File: config.mk
export PLATFORM = sky130hd
export DESIGN_NAME = nmea_gga_field_parser_top
export DESIGN_NICKNAME = d
export VERILOG_FILES = /design/src/hdl/nggp_pkg.sv /design/src/hdl/nmea_gga_field_parser_top.sv /design/src/hdl/nggp_front.sv /design/src/hdl/nggp_fifo.sv /design/src/hdl/nggp_parse.sv /design/src/hdl/nggp_record.sv
export SDC_FILE = /design/constraint.sdc
export NUM_CORES = 2
export LEC_CHECK = 0
export BUFFER_PORTS_ARGS = -buffer_cell sky130_fd_sc_hd__buf_2
export CORE_UTILIZATION = 59
export CTS_CLUSTER_DIAMETER = 200
export DETAILED_ROUTE_END_ITERATION = 12
export PLACE_DENSITY = 0.77
export SKIP_CTS_REPAIR_TIMING = 1
export SLEW_MARGIN = 5
export SYNTH_ARGS = -nofsm -noshare
export SYNTH_HDL_FRONTEND = slang
export SYNTH_SLANG_ARGS = --single-unit
export TNS_END_PERCENT = 30
File: constraint.sdc
create_clock -name clk -period 14.3 [get_ports clk]
set_input_delay 2.86 -clock clk [delete_from_list [all_inputs] [get_ports clk]]
set_output_delay 2.86 -clock clk [all_outputs]
set_load 0.02 [all_outputs]
File: src/hdl/nggp_pkg.sv
`default_nettype none
package nggp_pkg;

  localparam int unsigned NUM_SLOTS   = 12;
  localparam int unsigned QUEUE_DEPTH = 4;
  localparam int unsigned QUEUE_AW    = $clog2(QUEUE_DEPTH);
  localparam int unsigned ACC_W       = 30;
  localparam int unsigned TEXT_W      = 48;
  localparam int unsigned PROD_W      = 44;
  localparam int unsigned VAL_W       = PROD_W + 1;

  localparam logic [3:0] FLD_HEADER  = 4'd0;
  localparam logic [3:0] FLD_TIME    = 4'd1;
  localparam logic [3:0] FLD_LAT     = 4'd2;
  localparam logic [3:0] FLD_NS      = 4'd3;
  localparam logic [3:0] FLD_LON     = 4'd4;
  localparam logic [3:0] FLD_EW      = 4'd5;
  localparam logic [3:0] FLD_FIX     = 4'd6;
  localparam logic [3:0] FLD_SATS    = 4'd7;
  localparam logic [3:0] FLD_HDOP    = 4'd8;
  localparam logic [3:0] FLD_ALT     = 4'd9;
  localparam logic [3:0] FLD_GEOID   = 4'd11;
  localparam logic [3:0] FLD_AGE     = 4'd13;
  localparam logic [3:0] FLD_STATION = 4'd14;
  localparam logic [3:0] LAST_FIELD  = 4'd14;
  localparam logic [3:0] DONE_FIELD  = 4'd15;

  localparam logic [3:0] SLOT_TIME    = 4'd0;
  localparam logic [3:0] SLOT_LAT     = 4'd1;
  localparam logic [3:0] SLOT_NS      = 4'd2;
  localparam logic [3:0] SLOT_LON     = 4'd3;
  localparam logic [3:0] SLOT_EW      = 4'd4;
  localparam logic [3:0] SLOT_FIX     = 4'd5;
  localparam logic [3:0] SLOT_SATS    = 4'd6;
  localparam logic [3:0] SLOT_HDOP    = 4'd7;
  localparam logic [3:0] SLOT_ALT     = 4'd8;
  localparam logic [3:0] SLOT_GEOID   = 4'd9;
  localparam logic [3:0] SLOT_AGE     = 4'd10;
  localparam logic [3:0] SLOT_STATION = 4'd11;
  localparam logic [3:0] SLOT_NONE    = 4'd15;

  localparam logic [ACC_W-1:0] ACC_CAP = 30'd1000000000;
  localparam logic [3:0]       CNT_MAX = 4'd15;
  localparam logic [2:0]       FD_MAX  = 3'd5;
  localparam logic signed [31:0] AGE_EMPTY = -32'sd10;

  localparam logic [7:0] CH_NUL   = 8'h00;
  localparam logic [7:0] CH_STAR  = 8'h2A;
  localparam logic [7:0] CH_PLUS  = 8'h2B;
  localparam logic [7:0] CH_COMMA = 8'h2C;
  localparam logic [7:0] CH_MINUS = 8'h2D;
  localparam logic [7:0] CH_DOT   = 8'h2E;
  localparam logic [7:0] CH_ZERO  = 8'h30;
  localparam logic [7:0] CH_NINE  = 8'h39;

  typedef enum logic [1:0] {
    KIND_SKIP,
    KIND_TEXT,
    KIND_NUM
  } field_kind_t;

  typedef struct packed {
    logic [3:0]         slot;
    field_kind_t        kind;
    logic [3:0]         limit;
    logic [2:0]         frac;
    logic               sign_ok;
    logic               empty_mark;
    logic signed [31:0] lo;
    logic signed [31:0] hi;
  } field_spec_t;

  typedef struct packed {
    logic [7:0] ch;
    logic       eob;
    logic       is_digit;
    logic [3:0] digit;
    logic       is_dot;
    logic       is_sign;
    logic       is_minus;
    logic       is_comma;
    logic       is_star;
    logic       is_nul;
  } tok_t;

  typedef struct packed {
    logic              full;
    logic              empty;
    logic              emit;
    logic [3:0]        fld;
    logic [ACC_W-1:0]  acc;
    logic [2:0]        fd;
    logic              minus;
    logic [3:0]        cnt;
    logic [TEXT_W-1:0] text;
  } req_t;

  function automatic field_spec_t spec_of(input logic [3:0] fld);
    field_spec_t s;
    s = '{SLOT_NONE, KIND_SKIP, 4'd0, 3'd0, 1'b0, 1'b0, 32'sd0, 32'sd0};
    case (fld)
      FLD_TIME:    s = '{SLOT_TIME, KIND_TEXT, 4'd6, 3'd0, 1'b0, 1'b0, 32'sd0, 32'sd0};
      FLD_LAT:     s = '{SLOT_LAT, KIND_NUM, 4'd9, 3'd4, 1'b0, 1'b0, 32'sd0, 32'sd99999999};
      FLD_NS:      s = '{SLOT_NS, KIND_TEXT, 4'd1, 3'd0, 1'b0, 1'b0, 32'sd0, 32'sd0};
      FLD_LON:     s = '{SLOT_LON, KIND_NUM, 4'd10, 3'd4, 1'b0, 1'b0, 32'sd0, 32'sd999999999};
      FLD_EW:      s = '{SLOT_EW, KIND_TEXT, 4'd1, 3'd0, 1'b0, 1'b0, 32'sd0, 32'sd0};
      FLD_FIX:     s = '{SLOT_FIX, KIND_NUM, 4'd0, 3'd0, 1'b0, 1'b0, 32'sd0, 32'sd15};
      FLD_SATS:    s = '{SLOT_SATS, KIND_NUM, 4'd2, 3'd0, 1'b0, 1'b0, 32'sd0, 32'sd99};
      FLD_HDOP:    s = '{SLOT_HDOP, KIND_NUM, 4'd0, 3'd1, 1'b1, 1'b0, 32'sd0, 32'sd999};
      FLD_ALT:     s = '{SLOT_ALT, KIND_NUM, 4'd0, 3'd1, 1'b1, 1'b0, -32'sd99999, 32'sd999999};
      FLD_GEOID:   s = '{SLOT_GEOID, KIND_NUM, 4'd0, 3'd1, 1'b1, 1'b0, -32'sd99999, 32'sd99999};
      FLD_AGE:     s = '{SLOT_AGE, KIND_NUM, 4'd0, 3'd1, 1'b1, 1'b1, AGE_EMPTY, 32'sd99999};
      FLD_STATION: s = '{SLOT_STATION, KIND_TEXT, 4'd4, 3'd0, 1'b0, 1'b0, 32'sd0, 32'sd0};
      default:     s = '{SLOT_NONE, KIND_SKIP, 4'd0, 3'd0, 1'b0, 1'b0, 32'sd0, 32'sd0};
    endcase
    return s;
  endfunction

  function automatic logic [13:0] pow10(input logic [2:0] k);
    logic [13:0] p;
    case (k)
      3'd0:    p = 14'd1;
      3'd1:    p = 14'd10;
      3'd2:    p = 14'd100;
      3'd3:    p = 14'd1000;
      default: p = 14'd10000;
    endcase
    return p;
  endfunction

endpackage
`default_nettype wire

File: src/hdl/nmea_gga_field_parser_top.sv
// GGA sentence parser: feed one character per word, one word per clock sustained while
// the output side does not hold the flow; the record word for the character flagged as end
// of buffer passes the front classify register, the queue, the parse stage and the record
// stage, and the output register lets the next sentence keep flowing while a record waits
// to be taken. The rate is set by the parse stage, which updates the field state for one
// character per clock while the record stage takes its requests. Fields a sentence never
// reaches keep their last values; reset clears the whole record to zero.
`default_nettype none
module nmea_gga_field_parser_top (
  input  wire logic          clk,
  input  wire logic          rst_n,
  input  wire logic          in_valid,
  output logic               in_ready,
  input  wire logic [7:0]    in_char_code,
  input  wire logic          in_end_of_buffer,
  output logic               out_valid,
  input  wire logic          out_ready,
  output logic [47:0]        out_utc_time_text,
  output logic [26:0]        out_latitude_e4,
  output logic [7:0]         out_north_south,
  output logic [29:0]        out_longitude_e4,
  output logic [7:0]         out_east_west,
  output logic [3:0]         out_fix_status,
  output logic [6:0]         out_satellite_count,
  output logic [9:0]         out_hdop_tenths,
  output logic signed [20:0] out_altitude_tenths,
  output logic signed [17:0] out_geoid_tenths,
  output logic signed [17:0] out_correction_age_tenths,
  output logic [31:0]        out_station_text
);

  logic           f_valid;
  logic           f_ready;
  nggp_pkg::tok_t f_tok;
  logic           q_valid;
  logic           q_ready;
  nggp_pkg::tok_t q_tok;
  logic           r_valid;
  logic           r_ready;
  nggp_pkg::req_t r_req;

  nggp_front u_front (
    .clk              (clk),
    .rst_n            (rst_n),
    .in_valid         (in_valid),
    .in_ready         (in_ready),
    .in_char_code     (in_char_code),
    .in_end_of_buffer (in_end_of_buffer),
    .tok_valid        (f_valid),
    .tok_ready        (f_ready),
    .tok              (f_tok)
  );

  nggp_fifo u_fifo (
    .clk      (clk),
    .rst_n    (rst_n),
    .wr_valid (f_valid),
    .wr_ready (f_ready),
    .wr_data  (f_tok),
    .rd_valid (q_valid),
    .rd_ready (q_ready),
    .rd_data  (q_tok)
  );

  nggp_parse u_parse (
    .clk       (clk),
    .rst_n     (rst_n),
    .tok_valid (q_valid),
    .tok_ready (q_ready),
    .tok       (q_tok),
    .req_valid (r_valid),
    .req_ready (r_ready),
    .req       (r_req)
  );

  nggp_record u_record (
    .clk                       (clk),
    .rst_n                     (rst_n),
    .req_valid                 (r_valid),
    .req_ready                 (r_ready),
    .req                       (r_req),
    .out_valid                 (out_valid),
    .out_ready                 (out_ready),
    .out_utc_time_text         (out_utc_time_text),
    .out_latitude_e4           (out_latitude_e4),
    .out_north_south           (out_north_south),
    .out_longitude_e4          (out_longitude_e4),
    .out_east_west             (out_east_west),
    .out_fix_status            (out_fix_status),
    .out_satellite_count       (out_satellite_count),
    .out_hdop_tenths           (out_hdop_tenths),
    .out_altitude_tenths       (out_altitude_tenths),
    .out_geoid_tenths          (out_geoid_tenths),
    .out_correction_age_tenths (out_correction_age_tenths),
    .out_station_text          (out_station_text)
  );

endmodule
`default_nettype wire

File: src/hdl/nggp_front.sv
`default_nettype none
module nggp_front (
  input  wire logic          clk,
  input  wire logic          rst_n,
  input  wire logic          in_valid,
  output logic               in_ready,
  input  wire logic [7:0]    in_char_code,
  input  wire logic          in_end_of_buffer,
  output logic               tok_valid,
  input  wire logic          tok_ready,
  output nggp_pkg::tok_t     tok
);

  logic           valid_r;
  logic           valid_nxt;
  nggp_pkg::tok_t tok_r;
  nggp_pkg::tok_t tok_nxt;
  logic           take;

  assign in_ready  = !valid_r || tok_ready;
  assign take      = in_valid && in_ready;
  assign valid_nxt = take || (valid_r && !tok_ready);
  assign tok_valid = valid_r;
  assign tok       = tok_r;

  always_comb begin
    tok_nxt.ch       = in_char_code;
    tok_nxt.eob      = in_end_of_buffer;
    tok_nxt.is_digit = in_char_code inside {[nggp_pkg::CH_ZERO:nggp_pkg::CH_NINE]};
    tok_nxt.digit    = in_char_code[3:0];
    tok_nxt.is_dot   = in_char_code == nggp_pkg::CH_DOT;
    tok_nxt.is_sign  = in_char_code inside {nggp_pkg::CH_PLUS, nggp_pkg::CH_MINUS};
    tok_nxt.is_minus = in_char_code == nggp_pkg::CH_MINUS;
    tok_nxt.is_comma = in_char_code == nggp_pkg::CH_COMMA;
    tok_nxt.is_star  = in_char_code == nggp_pkg::CH_STAR;
    tok_nxt.is_nul   = in_char_code == nggp_pkg::CH_NUL;
  end

  always_ff @(posedge clk) begin
    if (!rst_n) begin
      valid_r <= 1'b0;
    end else begin
      valid_r <= valid_nxt;
    end
  end

  always_ff @(posedge clk) begin
    if (take) begin
      tok_r <= tok_nxt;
    end
  end

endmodule
`default_nettype wire

File: src/hdl/nggp_fifo.sv
`default_nettype none
module nggp_fifo (
  input  wire logic            clk,
  input  wire logic            rst_n,
  input  wire logic            wr_valid,
  output logic                 wr_ready,
  input  wire nggp_pkg::tok_t  wr_data,
  output logic                 rd_valid,
  input  wire logic            rd_ready,
  output nggp_pkg::tok_t       rd_data
);

  localparam logic [nggp_pkg::QUEUE_AW:0] FULL_CNT =
    (nggp_pkg::QUEUE_AW + 1)'(nggp_pkg::QUEUE_DEPTH);
  localparam logic [nggp_pkg::QUEUE_AW-1:0] LAST_PTR =
    nggp_pkg::QUEUE_AW'(nggp_pkg::QUEUE_DEPTH - 1);

  nggp_pkg::tok_t                mem_r [nggp_pkg::QUEUE_DEPTH];
  logic [nggp_pkg::QUEUE_AW-1:0] wptr_r;
  logic [nggp_pkg::QUEUE_AW-1:0] wptr_nxt;
  logic [nggp_pkg::QUEUE_AW-1:0] rptr_r;
  logic [nggp_pkg::QUEUE_AW-1:0] rptr_nxt;
  logic [nggp_pkg::QUEUE_AW:0]   cnt_r;
  logic [nggp_pkg::QUEUE_AW:0]   cnt_nxt;
  logic                          push;
  logic                          pop;

  assign wr_ready = cnt_r != FULL_CNT;
  assign rd_valid = cnt_r != '0;
  assign rd_data  = mem_r[rptr_r];
  assign push     = wr_valid && wr_ready;
  assign pop      = rd_valid && rd_ready;

  always_comb begin
    wptr_nxt = wptr_r;
    rptr_nxt = rptr_r;
    cnt_nxt  = cnt_r;
    if (push) begin
      wptr_nxt = (wptr_r == LAST_PTR) ? '0 : wptr_r + 1'b1;
    end
    if (pop) begin
      rptr_nxt = (rptr_r == LAST_PTR) ? '0 : rptr_r + 1'b1;
    end
    case ({push, pop})
      2'b10:   cnt_nxt = cnt_r + 1'b1;
      2'b01:   cnt_nxt = cnt_r - 1'b1;
      default: cnt_nxt = cnt_r;
    endcase
  end

  always_ff @(posedge clk) begin
    if (!rst_n) begin
      wptr_r <= '0;
      rptr_r <= '0;
      cnt_r  <= '0;
    end else begin
      wptr_r <= wptr_nxt;
      rptr_r <= rptr_nxt;
      cnt_r  <= cnt_nxt;
    end
  end

  always_ff @(posedge clk) begin
    if (push) begin
      mem_r[wptr_r] <= wr_data;
    end
  end

  a_cnt_bound: assert property (@(posedge clk) disable iff (!rst_n)
    cnt_r <= FULL_CNT)
    else $error("queue count beyond depth");

endmodule
`default_nettype wire

File: src/hdl/nggp_parse.sv
`default_nettype none
module nggp_parse (
  input  wire logic            clk,
  input  wire logic            rst_n,
  input  wire logic            tok_valid,
  output logic                 tok_ready,
  input  wire nggp_pkg::tok_t  tok,
  output logic                 req_valid,
  input  wire logic            req_ready,
  output nggp_pkg::req_t       req
);

  localparam int unsigned BYTES = nggp_pkg::TEXT_W / 8;

  logic [3:0]                  fld_r,   fld_nxt;
  logic                        ended_r, ended_nxt;
  logic [nggp_pkg::ACC_W-1:0]  acc_r,   acc_nxt;
  logic                        minus_r, minus_nxt;
  logic [2:0]                  fd_r,    fd_nxt;
  logic                        stop_r,  stop_nxt;
  logic [3:0]                  cnt_r,   cnt_nxt;
  logic [nggp_pkg::TEXT_W-1:0] text_r,  text_nxt;

  logic [nggp_pkg::ACC_W-1:0]  f_acc;
  logic                        f_minus;
  logic [2:0]                  f_fd;
  logic                        f_stop;
  logic [3:0]                  f_cnt;
  logic [nggp_pkg::TEXT_W-1:0] f_text;

  nggp_pkg::field_spec_t       sp;
  logic                        active;
  logic                        comma_sep;
  logic                        star_sep;
  logic                        sep;
  logic                        fire;
  logic [nggp_pkg::ACC_W+3:0]  acc_ext;
  logic [nggp_pkg::ACC_W-1:0]  acc_sat;

  assign sp        = nggp_pkg::spec_of(fld_r);
  assign active    = !ended_r && (fld_r != nggp_pkg::DONE_FIELD);
  assign comma_sep = tok.is_comma && (fld_r != nggp_pkg::LAST_FIELD);
  assign star_sep  = tok.is_star && (fld_r == nggp_pkg::LAST_FIELD);
  assign sep       = tok.is_nul || comma_sep || star_sep;

  assign acc_ext = ({4'b0, acc_r} << 3) + ({4'b0, acc_r} << 1) + {30'b0, tok.digit};
  assign acc_sat = (acc_ext > {4'b0, nggp_pkg::ACC_CAP}) ? nggp_pkg::ACC_CAP
                                                          : acc_ext[nggp_pkg::ACC_W-1:0];

  always_comb begin
    f_acc   = acc_r;
    f_minus = minus_r;
    f_fd    = fd_r;
    f_stop  = stop_r;
    f_cnt   = cnt_r;
    f_text  = text_r;
    if (active && !sep) begin
      case (sp.kind)
        nggp_pkg::KIND_TEXT: begin
          if (cnt_r < sp.limit) begin
            for (int i = 0; i < BYTES; i++) begin
              if (4'(i) == sp.limit - 4'd1 - cnt_r) begin
                f_text[8*i +: 8] = tok.ch;
              end
            end
            f_cnt = cnt_r + 4'd1;
          end
        end
        nggp_pkg::KIND_NUM: begin
          f_cnt = (cnt_r == nggp_pkg::CNT_MAX) ? cnt_r : cnt_r + 4'd1;
          if (!stop_r && !(sp.limit != 4'd0 && cnt_r >= sp.limit)) begin
            if (tok.is_digit) begin
              if (fd_r == 3'd0) begin
                f_acc = acc_sat;
              end else if (fd_r - 3'd1 < sp.frac) begin
                f_fd  = fd_r + 3'd1;
                f_acc = acc_sat;
              end
            end else if (tok.is_dot && fd_r == 3'd0 && sp.frac != 3'd0) begin
              f_fd = 3'd1;
            end else if (tok.is_sign && cnt_r == 4'd0 && sp.sign_ok) begin
              f_minus = tok.is_minus;
            end else begin
              f_stop = 1'b1;
            end
          end
        end
        default: begin
        end
      endcase
    end
  end

  always_comb begin
    req.full  = active && (sep || tok.eob);
    req.empty = active && comma_sep && tok.eob;
    req.emit  = tok.eob;
    req.fld   = fld_r;
    req.acc   = f_acc;
    req.fd    = f_fd;
    req.minus = f_minus;
    req.cnt   = f_cnt;
    req.text  = f_text;
  end

  assign tok_ready = req_ready;
  assign req_valid = tok_valid && (req.full || req.empty || req.emit);
  assign fire      = tok_valid && tok_ready;

  always_comb begin
    fld_nxt   = fld_r;
    ended_nxt = ended_r;
    acc_nxt   = acc_r;
    minus_nxt = minus_r;
    fd_nxt    = fd_r;
    stop_nxt  = stop_r;
    cnt_nxt   = cnt_r;
    text_nxt  = text_r;
    if (fire) begin
      if (tok.eob || (active && (comma_sep || star_sep))) begin
        acc_nxt   = '0;
        minus_nxt = 1'b0;
        fd_nxt    = '0;
        stop_nxt  = 1'b0;
        cnt_nxt   = '0;
        text_nxt  = '0;
      end
      if (tok.eob) begin
        fld_nxt   = nggp_pkg::FLD_HEADER;
        ended_nxt = 1'b0;
      end else if (active) begin
        if (tok.is_nul) begin
          ended_nxt = 1'b1;
        end else if (comma_sep) begin
          fld_nxt = fld_r + 4'd1;
        end else if (star_sep) begin
          fld_nxt = nggp_pkg::DONE_FIELD;
        end else begin
          acc_nxt   = f_acc;
          minus_nxt = f_minus;
          fd_nxt    = f_fd;
          stop_nxt  = f_stop;
          cnt_nxt   = f_cnt;
          text_nxt  = f_text;
        end
      end
    end
  end

  always_ff @(posedge clk) begin
    if (!rst_n) begin
      fld_r   <= nggp_pkg::FLD_HEADER;
      ended_r <= 1'b0;
      acc_r   <= '0;
      minus_r <= 1'b0;
      fd_r    <= '0;
      stop_r  <= 1'b0;
      cnt_r   <= '0;
      text_r  <= '0;
    end else begin
      fld_r   <= fld_nxt;
      ended_r <= ended_nxt;
      acc_r   <= acc_nxt;
      minus_r <= minus_nxt;
      fd_r    <= fd_nxt;
      stop_r  <= stop_nxt;
      cnt_r   <= cnt_nxt;
      text_r  <= text_nxt;
    end
  end

  a_ended_field: assert property (@(posedge clk) disable iff (!rst_n)
    ended_r |-> fld_r != nggp_pkg::DONE_FIELD)
    else $error("sentence ended after station field closed");

  a_fd_bound: assert property (@(posedge clk) disable iff (!rst_n)
    fd_r <= nggp_pkg::FD_MAX)
    else $error("fraction digit count out of range");

endmodule
`default_nettype wire

File: src/hdl/nggp_record.sv
`default_nettype none
module nggp_record (
  input  wire logic            clk,
  input  wire logic            rst_n,
  input  wire logic            req_valid,
  output logic                 req_ready,
  input  wire nggp_pkg::req_t  req,
  output logic                 out_valid,
  input  wire logic            out_ready,
  output logic [47:0]          out_utc_time_text,
  output logic [26:0]          out_latitude_e4,
  output logic [7:0]           out_north_south,
  output logic [29:0]          out_longitude_e4,
  output logic [7:0]           out_east_west,
  output logic [3:0]           out_fix_status,
  output logic [6:0]           out_satellite_count,
  output logic [9:0]           out_hdop_tenths,
  output logic signed [20:0]   out_altitude_tenths,
  output logic signed [17:0]   out_geoid_tenths,
  output logic signed [17:0]   out_correction_age_tenths,
  output logic [31:0]          out_station_text
);

  localparam int unsigned VW = nggp_pkg::VAL_W;
  localparam int unsigned TW = nggp_pkg::TEXT_W;

  logic                         b_valid_r, b_valid_nxt;
  nggp_pkg::req_t               b_req_r;
  logic                         out_valid_r, out_valid_nxt;
  logic                         out_ok;
  logic                         b_fire;
  logic                         load_out;

  logic [TW-1:0]                rec_r   [nggp_pkg::NUM_SLOTS];
  logic [TW-1:0]                rec_nxt [nggp_pkg::NUM_SLOTS];

  nggp_pkg::field_spec_t        sp;
  nggp_pkg::field_spec_t        esp;
  logic [3:0]                   efld;
  logic [2:0]                   have;
  logic [2:0]                   scale;
  logic [nggp_pkg::PROD_W-1:0]  prod;
  logic signed [VW-1:0]         mag;
  logic signed [VW-1:0]         val;
  logic signed [VW-1:0]         lo_ext;
  logic signed [VW-1:0]         hi_ext;
  logic signed [VW-1:0]         clamped;
  logic [TW-1:0]                full_val;
  logic [TW-1:0]                empty_val;

  logic [47:0]                  time_r;
  logic [26:0]                  lat_r;
  logic [7:0]                   ns_r;
  logic [29:0]                  lon_r;
  logic [7:0]                   ew_r;
  logic [3:0]                   fix_r;
  logic [6:0]                   sats_r;
  logic [9:0]                   hdop_r;
  logic signed [20:0]           alt_r;
  logic signed [17:0]           geoid_r;
  logic signed [17:0]           age_r;
  logic [31:0]                  station_r;

  assign out_ok        = !out_valid_r || out_ready;
  assign b_fire        = b_valid_r && (!b_req_r.emit || out_ok);
  assign req_ready     = !b_valid_r || b_fire;
  assign load_out      = b_fire && b_req_r.emit;
  assign b_valid_nxt   = (req_valid && req_ready) || (b_valid_r && !b_fire);
  assign out_valid_nxt = load_out || (out_valid_r && !out_ready);

  assign sp   = nggp_pkg::spec_of(b_req_r.fld);
  assign efld = b_req_r.fld + 4'd1;
  assign esp  = nggp_pkg::spec_of(efld);

  always_comb begin
    have    = (b_req_r.fd == 3'd0) ? 3'd0 : b_req_r.fd - 3'd1;
    scale   = (sp.frac > have) ? sp.frac - have : 3'd0;
    prod    = nggp_pkg::PROD_W'(b_req_r.acc) * nggp_pkg::PROD_W'(nggp_pkg::pow10(scale));
    mag     = signed'({1'b0, prod});
    val     = b_req_r.minus ? -mag : mag;
    lo_ext  = VW'(sp.lo);
    hi_ext  = VW'(sp.hi);
    clamped = val;
    if (val < lo_ext) begin
      clamped = lo_ext;
    end
    if (val > hi_ext) begin
      clamped = hi_ext;
    end
    case (sp.kind)
      nggp_pkg::KIND_TEXT: full_val = b_req_r.text;
      nggp_pkg::KIND_NUM: begin
        if (sp.empty_mark && b_req_r.cnt == 4'd0) begin
          full_val = TW'(nggp_pkg::AGE_EMPTY);
        end else begin
          full_val = TW'(clamped);
        end
      end
      default: full_val = '0;
    endcase
    empty_val = esp.empty_mark ? TW'(nggp_pkg::AGE_EMPTY) : '0;
  end

  always_comb begin
    rec_nxt = rec_r;
    if (b_fire) begin
      if (b_req_r.full && sp.kind != nggp_pkg::KIND_SKIP) begin
        rec_nxt[sp.slot] = full_val;
      end
      if (b_req_r.empty && esp.kind != nggp_pkg::KIND_SKIP) begin
        rec_nxt[esp.slot] = empty_val;
      end
    end
  end

  always_ff @(posedge clk) begin
    if (!rst_n) begin
      b_valid_r   <= 1'b0;
      out_valid_r <= 1'b0;
      for (int i = 0; i < nggp_pkg::NUM_SLOTS; i++) begin
        rec_r[i] <= '0;
      end
    end else begin
      b_valid_r   <= b_valid_nxt;
      out_valid_r <= out_valid_nxt;
      rec_r       <= rec_nxt;
    end
  end

  always_ff @(posedge clk) begin
    if (req_valid && req_ready) begin
      b_req_r <= req;
    end
  end

  always_ff @(posedge clk) begin
    if (load_out) begin
      time_r    <= rec_nxt[nggp_pkg::SLOT_TIME][47:0];
      lat_r     <= rec_nxt[nggp_pkg::SLOT_LAT][26:0];
      ns_r      <= rec_nxt[nggp_pkg::SLOT_NS][7:0];
      lon_r     <= rec_nxt[nggp_pkg::SLOT_LON][29:0];
      ew_r      <= rec_nxt[nggp_pkg::SLOT_EW][7:0];
      fix_r     <= rec_nxt[nggp_pkg::SLOT_FIX][3:0];
      sats_r    <= rec_nxt[nggp_pkg::SLOT_SATS][6:0];
      hdop_r    <= rec_nxt[nggp_pkg::SLOT_HDOP][9:0];
      alt_r     <= signed'(rec_nxt[nggp_pkg::SLOT_ALT][20:0]);
      geoid_r   <= signed'(rec_nxt[nggp_pkg::SLOT_GEOID][17:0]);
      age_r     <= signed'(rec_nxt[nggp_pkg::SLOT_AGE][17:0]);
      station_r <= rec_nxt[nggp_pkg::SLOT_STATION][31:0];
    end
  end

  assign out_valid                 = out_valid_r;
  assign out_utc_time_text         = time_r;
  assign out_latitude_e4           = lat_r;
  assign out_north_south           = ns_r;
  assign out_longitude_e4          = lon_r;
  assign out_east_west             = ew_r;
  assign out_fix_status            = fix_r;
  assign out_satellite_count       = sats_r;
  assign out_hdop_tenths           = hdop_r;
  assign out_altitude_tenths       = alt_r;
  assign out_geoid_tenths          = geoid_r;
  assign out_correction_age_tenths = age_r;
  assign out_station_text          = station_r;

  a_hold_req: assert property (@(posedge clk) disable iff (!rst_n)
    b_valid_r && !b_fire |=> b_valid_r && $stable(b_req_r))
    else $error("stalled finish request lost or changed");

  a_two_slots: assert property (@(posedge clk) disable iff (!rst_n)
    b_fire && b_req_r.full && b_req_r.empty |-> sp.slot != esp.slot)
    else $error("two record writes to one slot");

endmodule
`default_nettype wire
==> metrics <==
outcome=finished, final reports clean; Cell variety after synth=a little over 100; clock period minus worst slack=13.51 ns; share of layout cells above drive strength 1=12.2%; slowest cell delay on critical path=0.59 ns; CORE AREA=82500 um2; Mapped Area=49400 um2; Min-Delay Path Class=reg -> reg; Final ANT Viol Nets=0; Worst Skew=0.0449 ns; Clock Tree Buf Depth=3; final hold viol count=0; max-slew violations=0; gr usage total=between 30% and 40%; number of synthesized flops with an enable pin=roughly 400; Clk pin slew, worst setup/hold paths=0.06 ns; dominant cell type by area after synthesis=edfxtp_1; final setup TNS=0 ns; Final GP Congestion=0.985; largest net degree at the start of global routing=83; Tightest Pin Transition=1.21 ns; Max Cap Violations=0; gr ovfl total=0; port bufs=245; chip height=291 um; kind of critical path=reg -> reg; RSZ-0062 raised after global routing=false; Fill cells=around 6500; IO Count=246; Root Driver=clkbuf_16; Critical Path AT=13.94 ns; synthesized area per cell=9.75 um2; # rows=105; Clock Latency Late Sink=around 0.66 ns; Crit Path Max Fanout=37; Max Clk Rate=0.0740 GHz; Synth Net Count=between 5000 and 6000; predominant post-synthesis flop cell=edfxtp_1; CP Capture Type=flop; DP HPWL=110000 um; vias=40600; asr flop ratio synth=0%; Final Util=about two thirds; DRC Markers=0; router iterations before antenna repair=7; CP dominant cell by count=fa_1; main area contributors after synthesis=edfxtp_1 25%, dfxtp_1 15%, fa_1 11%, ha_1 7.6%, nand2_1 4.5%; Die X-Extent=291 um; CTS Sinks=772; Total Wirelength=147000 um; WL per Instance=roughly 23 um; Rel. slew slack=18.8%; initial antenna violation count=2; TritonCTS buffer count=80; CTS tree=done; Crit path required time=14.73 ns; P&R area growth vs syn=10.3%; slowest CP cell=fa_1; Synth Warn #=0; nets=5826; Initial Utilization=59.9%; most common cell after layout, fill and taps aside=nand2_1; Yosys reg bits=772; Setup Viol. Count Final=0; Synth top area share=24.6%; DR vias/cell=6.38; first-pass GRT wire length=224000 um; Tcrit/Tclk final=94.5%; H-tree depth=3; DIE AREA=84900 um2; Worst Setup Start Kind=flop; post-synthesis sequential area ratio=39.5%; DR iter-0 viols=between 4000 and 5000; vias in the first global route=~39000; commonest cells after routing, fill and taps aside=588 x nand2_1, 462 x inv_1, 404 x edfxtp_1, 368 x dfxtp_1, 360 x nor2_1; Cells after Synth=5068
==> cells by family after synthesis <==
family          synth area share [%]
simple gates                    14.5
compound gates                  17.2
flops                           39.5
buf+inv                         5.55
fa+ha+maj                       19.0
xor+xnor                        1.77
mux                             2.56
==> final cells by class <==
type	instances	area, um2	share of cell area, %
Antenna cell	1	2.50	0.00459
Clock buffer	115	2230	4.09
Clock inverter	34	433	0.794
Inverter	465	1750	3.21
Multi-Input combinational cell	3581	27400	50.2
Sequential cell	772	19500	35.8
Tap cell	1070	1340	2.46
Timing Repair Buffer	332	1880	3.45
==> final timing paths <==
check,startpoint,to,slack (ns),depth (start not counted)
setup reg to reg,u_record.b_req_r[53],u_record.out_station_text[4],0.79,47
hold reg to reg,u_record.rec_r[491],u_record.rec_r[491],0.45,2
setup / recovery,u_record.b_req_r[53],u_record.out_station_text[4],0.79,47
hold / removal,u_record.rec_r[491],u_record.rec_r[491],0.45,2
==> stage by stage <==
stage / worst slack, ns / cell area [um2] / instances / hold WS (ns)
3_3_place_gp: 0.870 / 51700 / 6212 / 0.433
3_5_place_dp: 0.520 / 51700 / 6212 / 0.442
4_1_cts: 0.464 / 54400 / 6361 / 0.451
2_1_floorplan: 2.29 / 49400 / 5068 / 0.406
5_1_grt: 0.0806 / 54500 / 6369 / 0.473
6_report: 0.789 / 54500 / 6370 / 0.451
==> state kept, by name, indices dropped and copies added (netlist names), 21 cells and up, named ones only <==
signal and cells:
u_parse.acc_r 30, u_fifo.mem_r 64, u_record.out_latitude_e4 27, u_record.rec_r 231, u_record.out_station_text 32, u_record.b_req_r 93
u_record.out_utc_time_text 48, u_parse.text_r 48, u_record.out_altitude_tenths 21, u_record.sp 26, u_record.out_longitude_e4 30
==> routing by layer <==
layer | share of wire [%] | global-route usage [%] | vias up
li1 | - | - | 18300
met1 | 40 | 47.8 | 19700
met2 | 44 | 52.1 | 2307
met3 | 11 | 6.66 | 376
met4 | 4.4 | 14.0 | 0
met5 | 0 | 0 | -
==> synth_stat cells (43+ instances only) <==
master,count
nand2b_1,49
inv_1,462
fa_1,280
a211oi_1,54
a22o_1,43
and2_1,147
edfxtp_1,404
xor2_1,47
ha_1,301
o21ai_0,306
nor3_1,55
and3_1,50
nand4_1,43
a31oi_1,45
nand2_1,588
a21o_1,56
xnor2_1,53
a21oi_1,216
dfxtp_1,368
mux2_2,62
o21ai_1,94
clkbuf_1,218
a22oi_1,74
nor2_1,364
nand3_1,82
==> critical path: cells and delay by family (launching register included) <==
kind            cells  cell delay, ns
compound gates     19            4.34
buf+inv             8            1.52
xor+xnor            1            0.20
fa+ha+maj           9            4.04
simple gates        9            2.26
mux                 1            0.49
flops               1            0.42
Power is left out: the tool's default activity adds up to more than one toggle a clock period on the data nets, which glitch-free logic cannot reach.
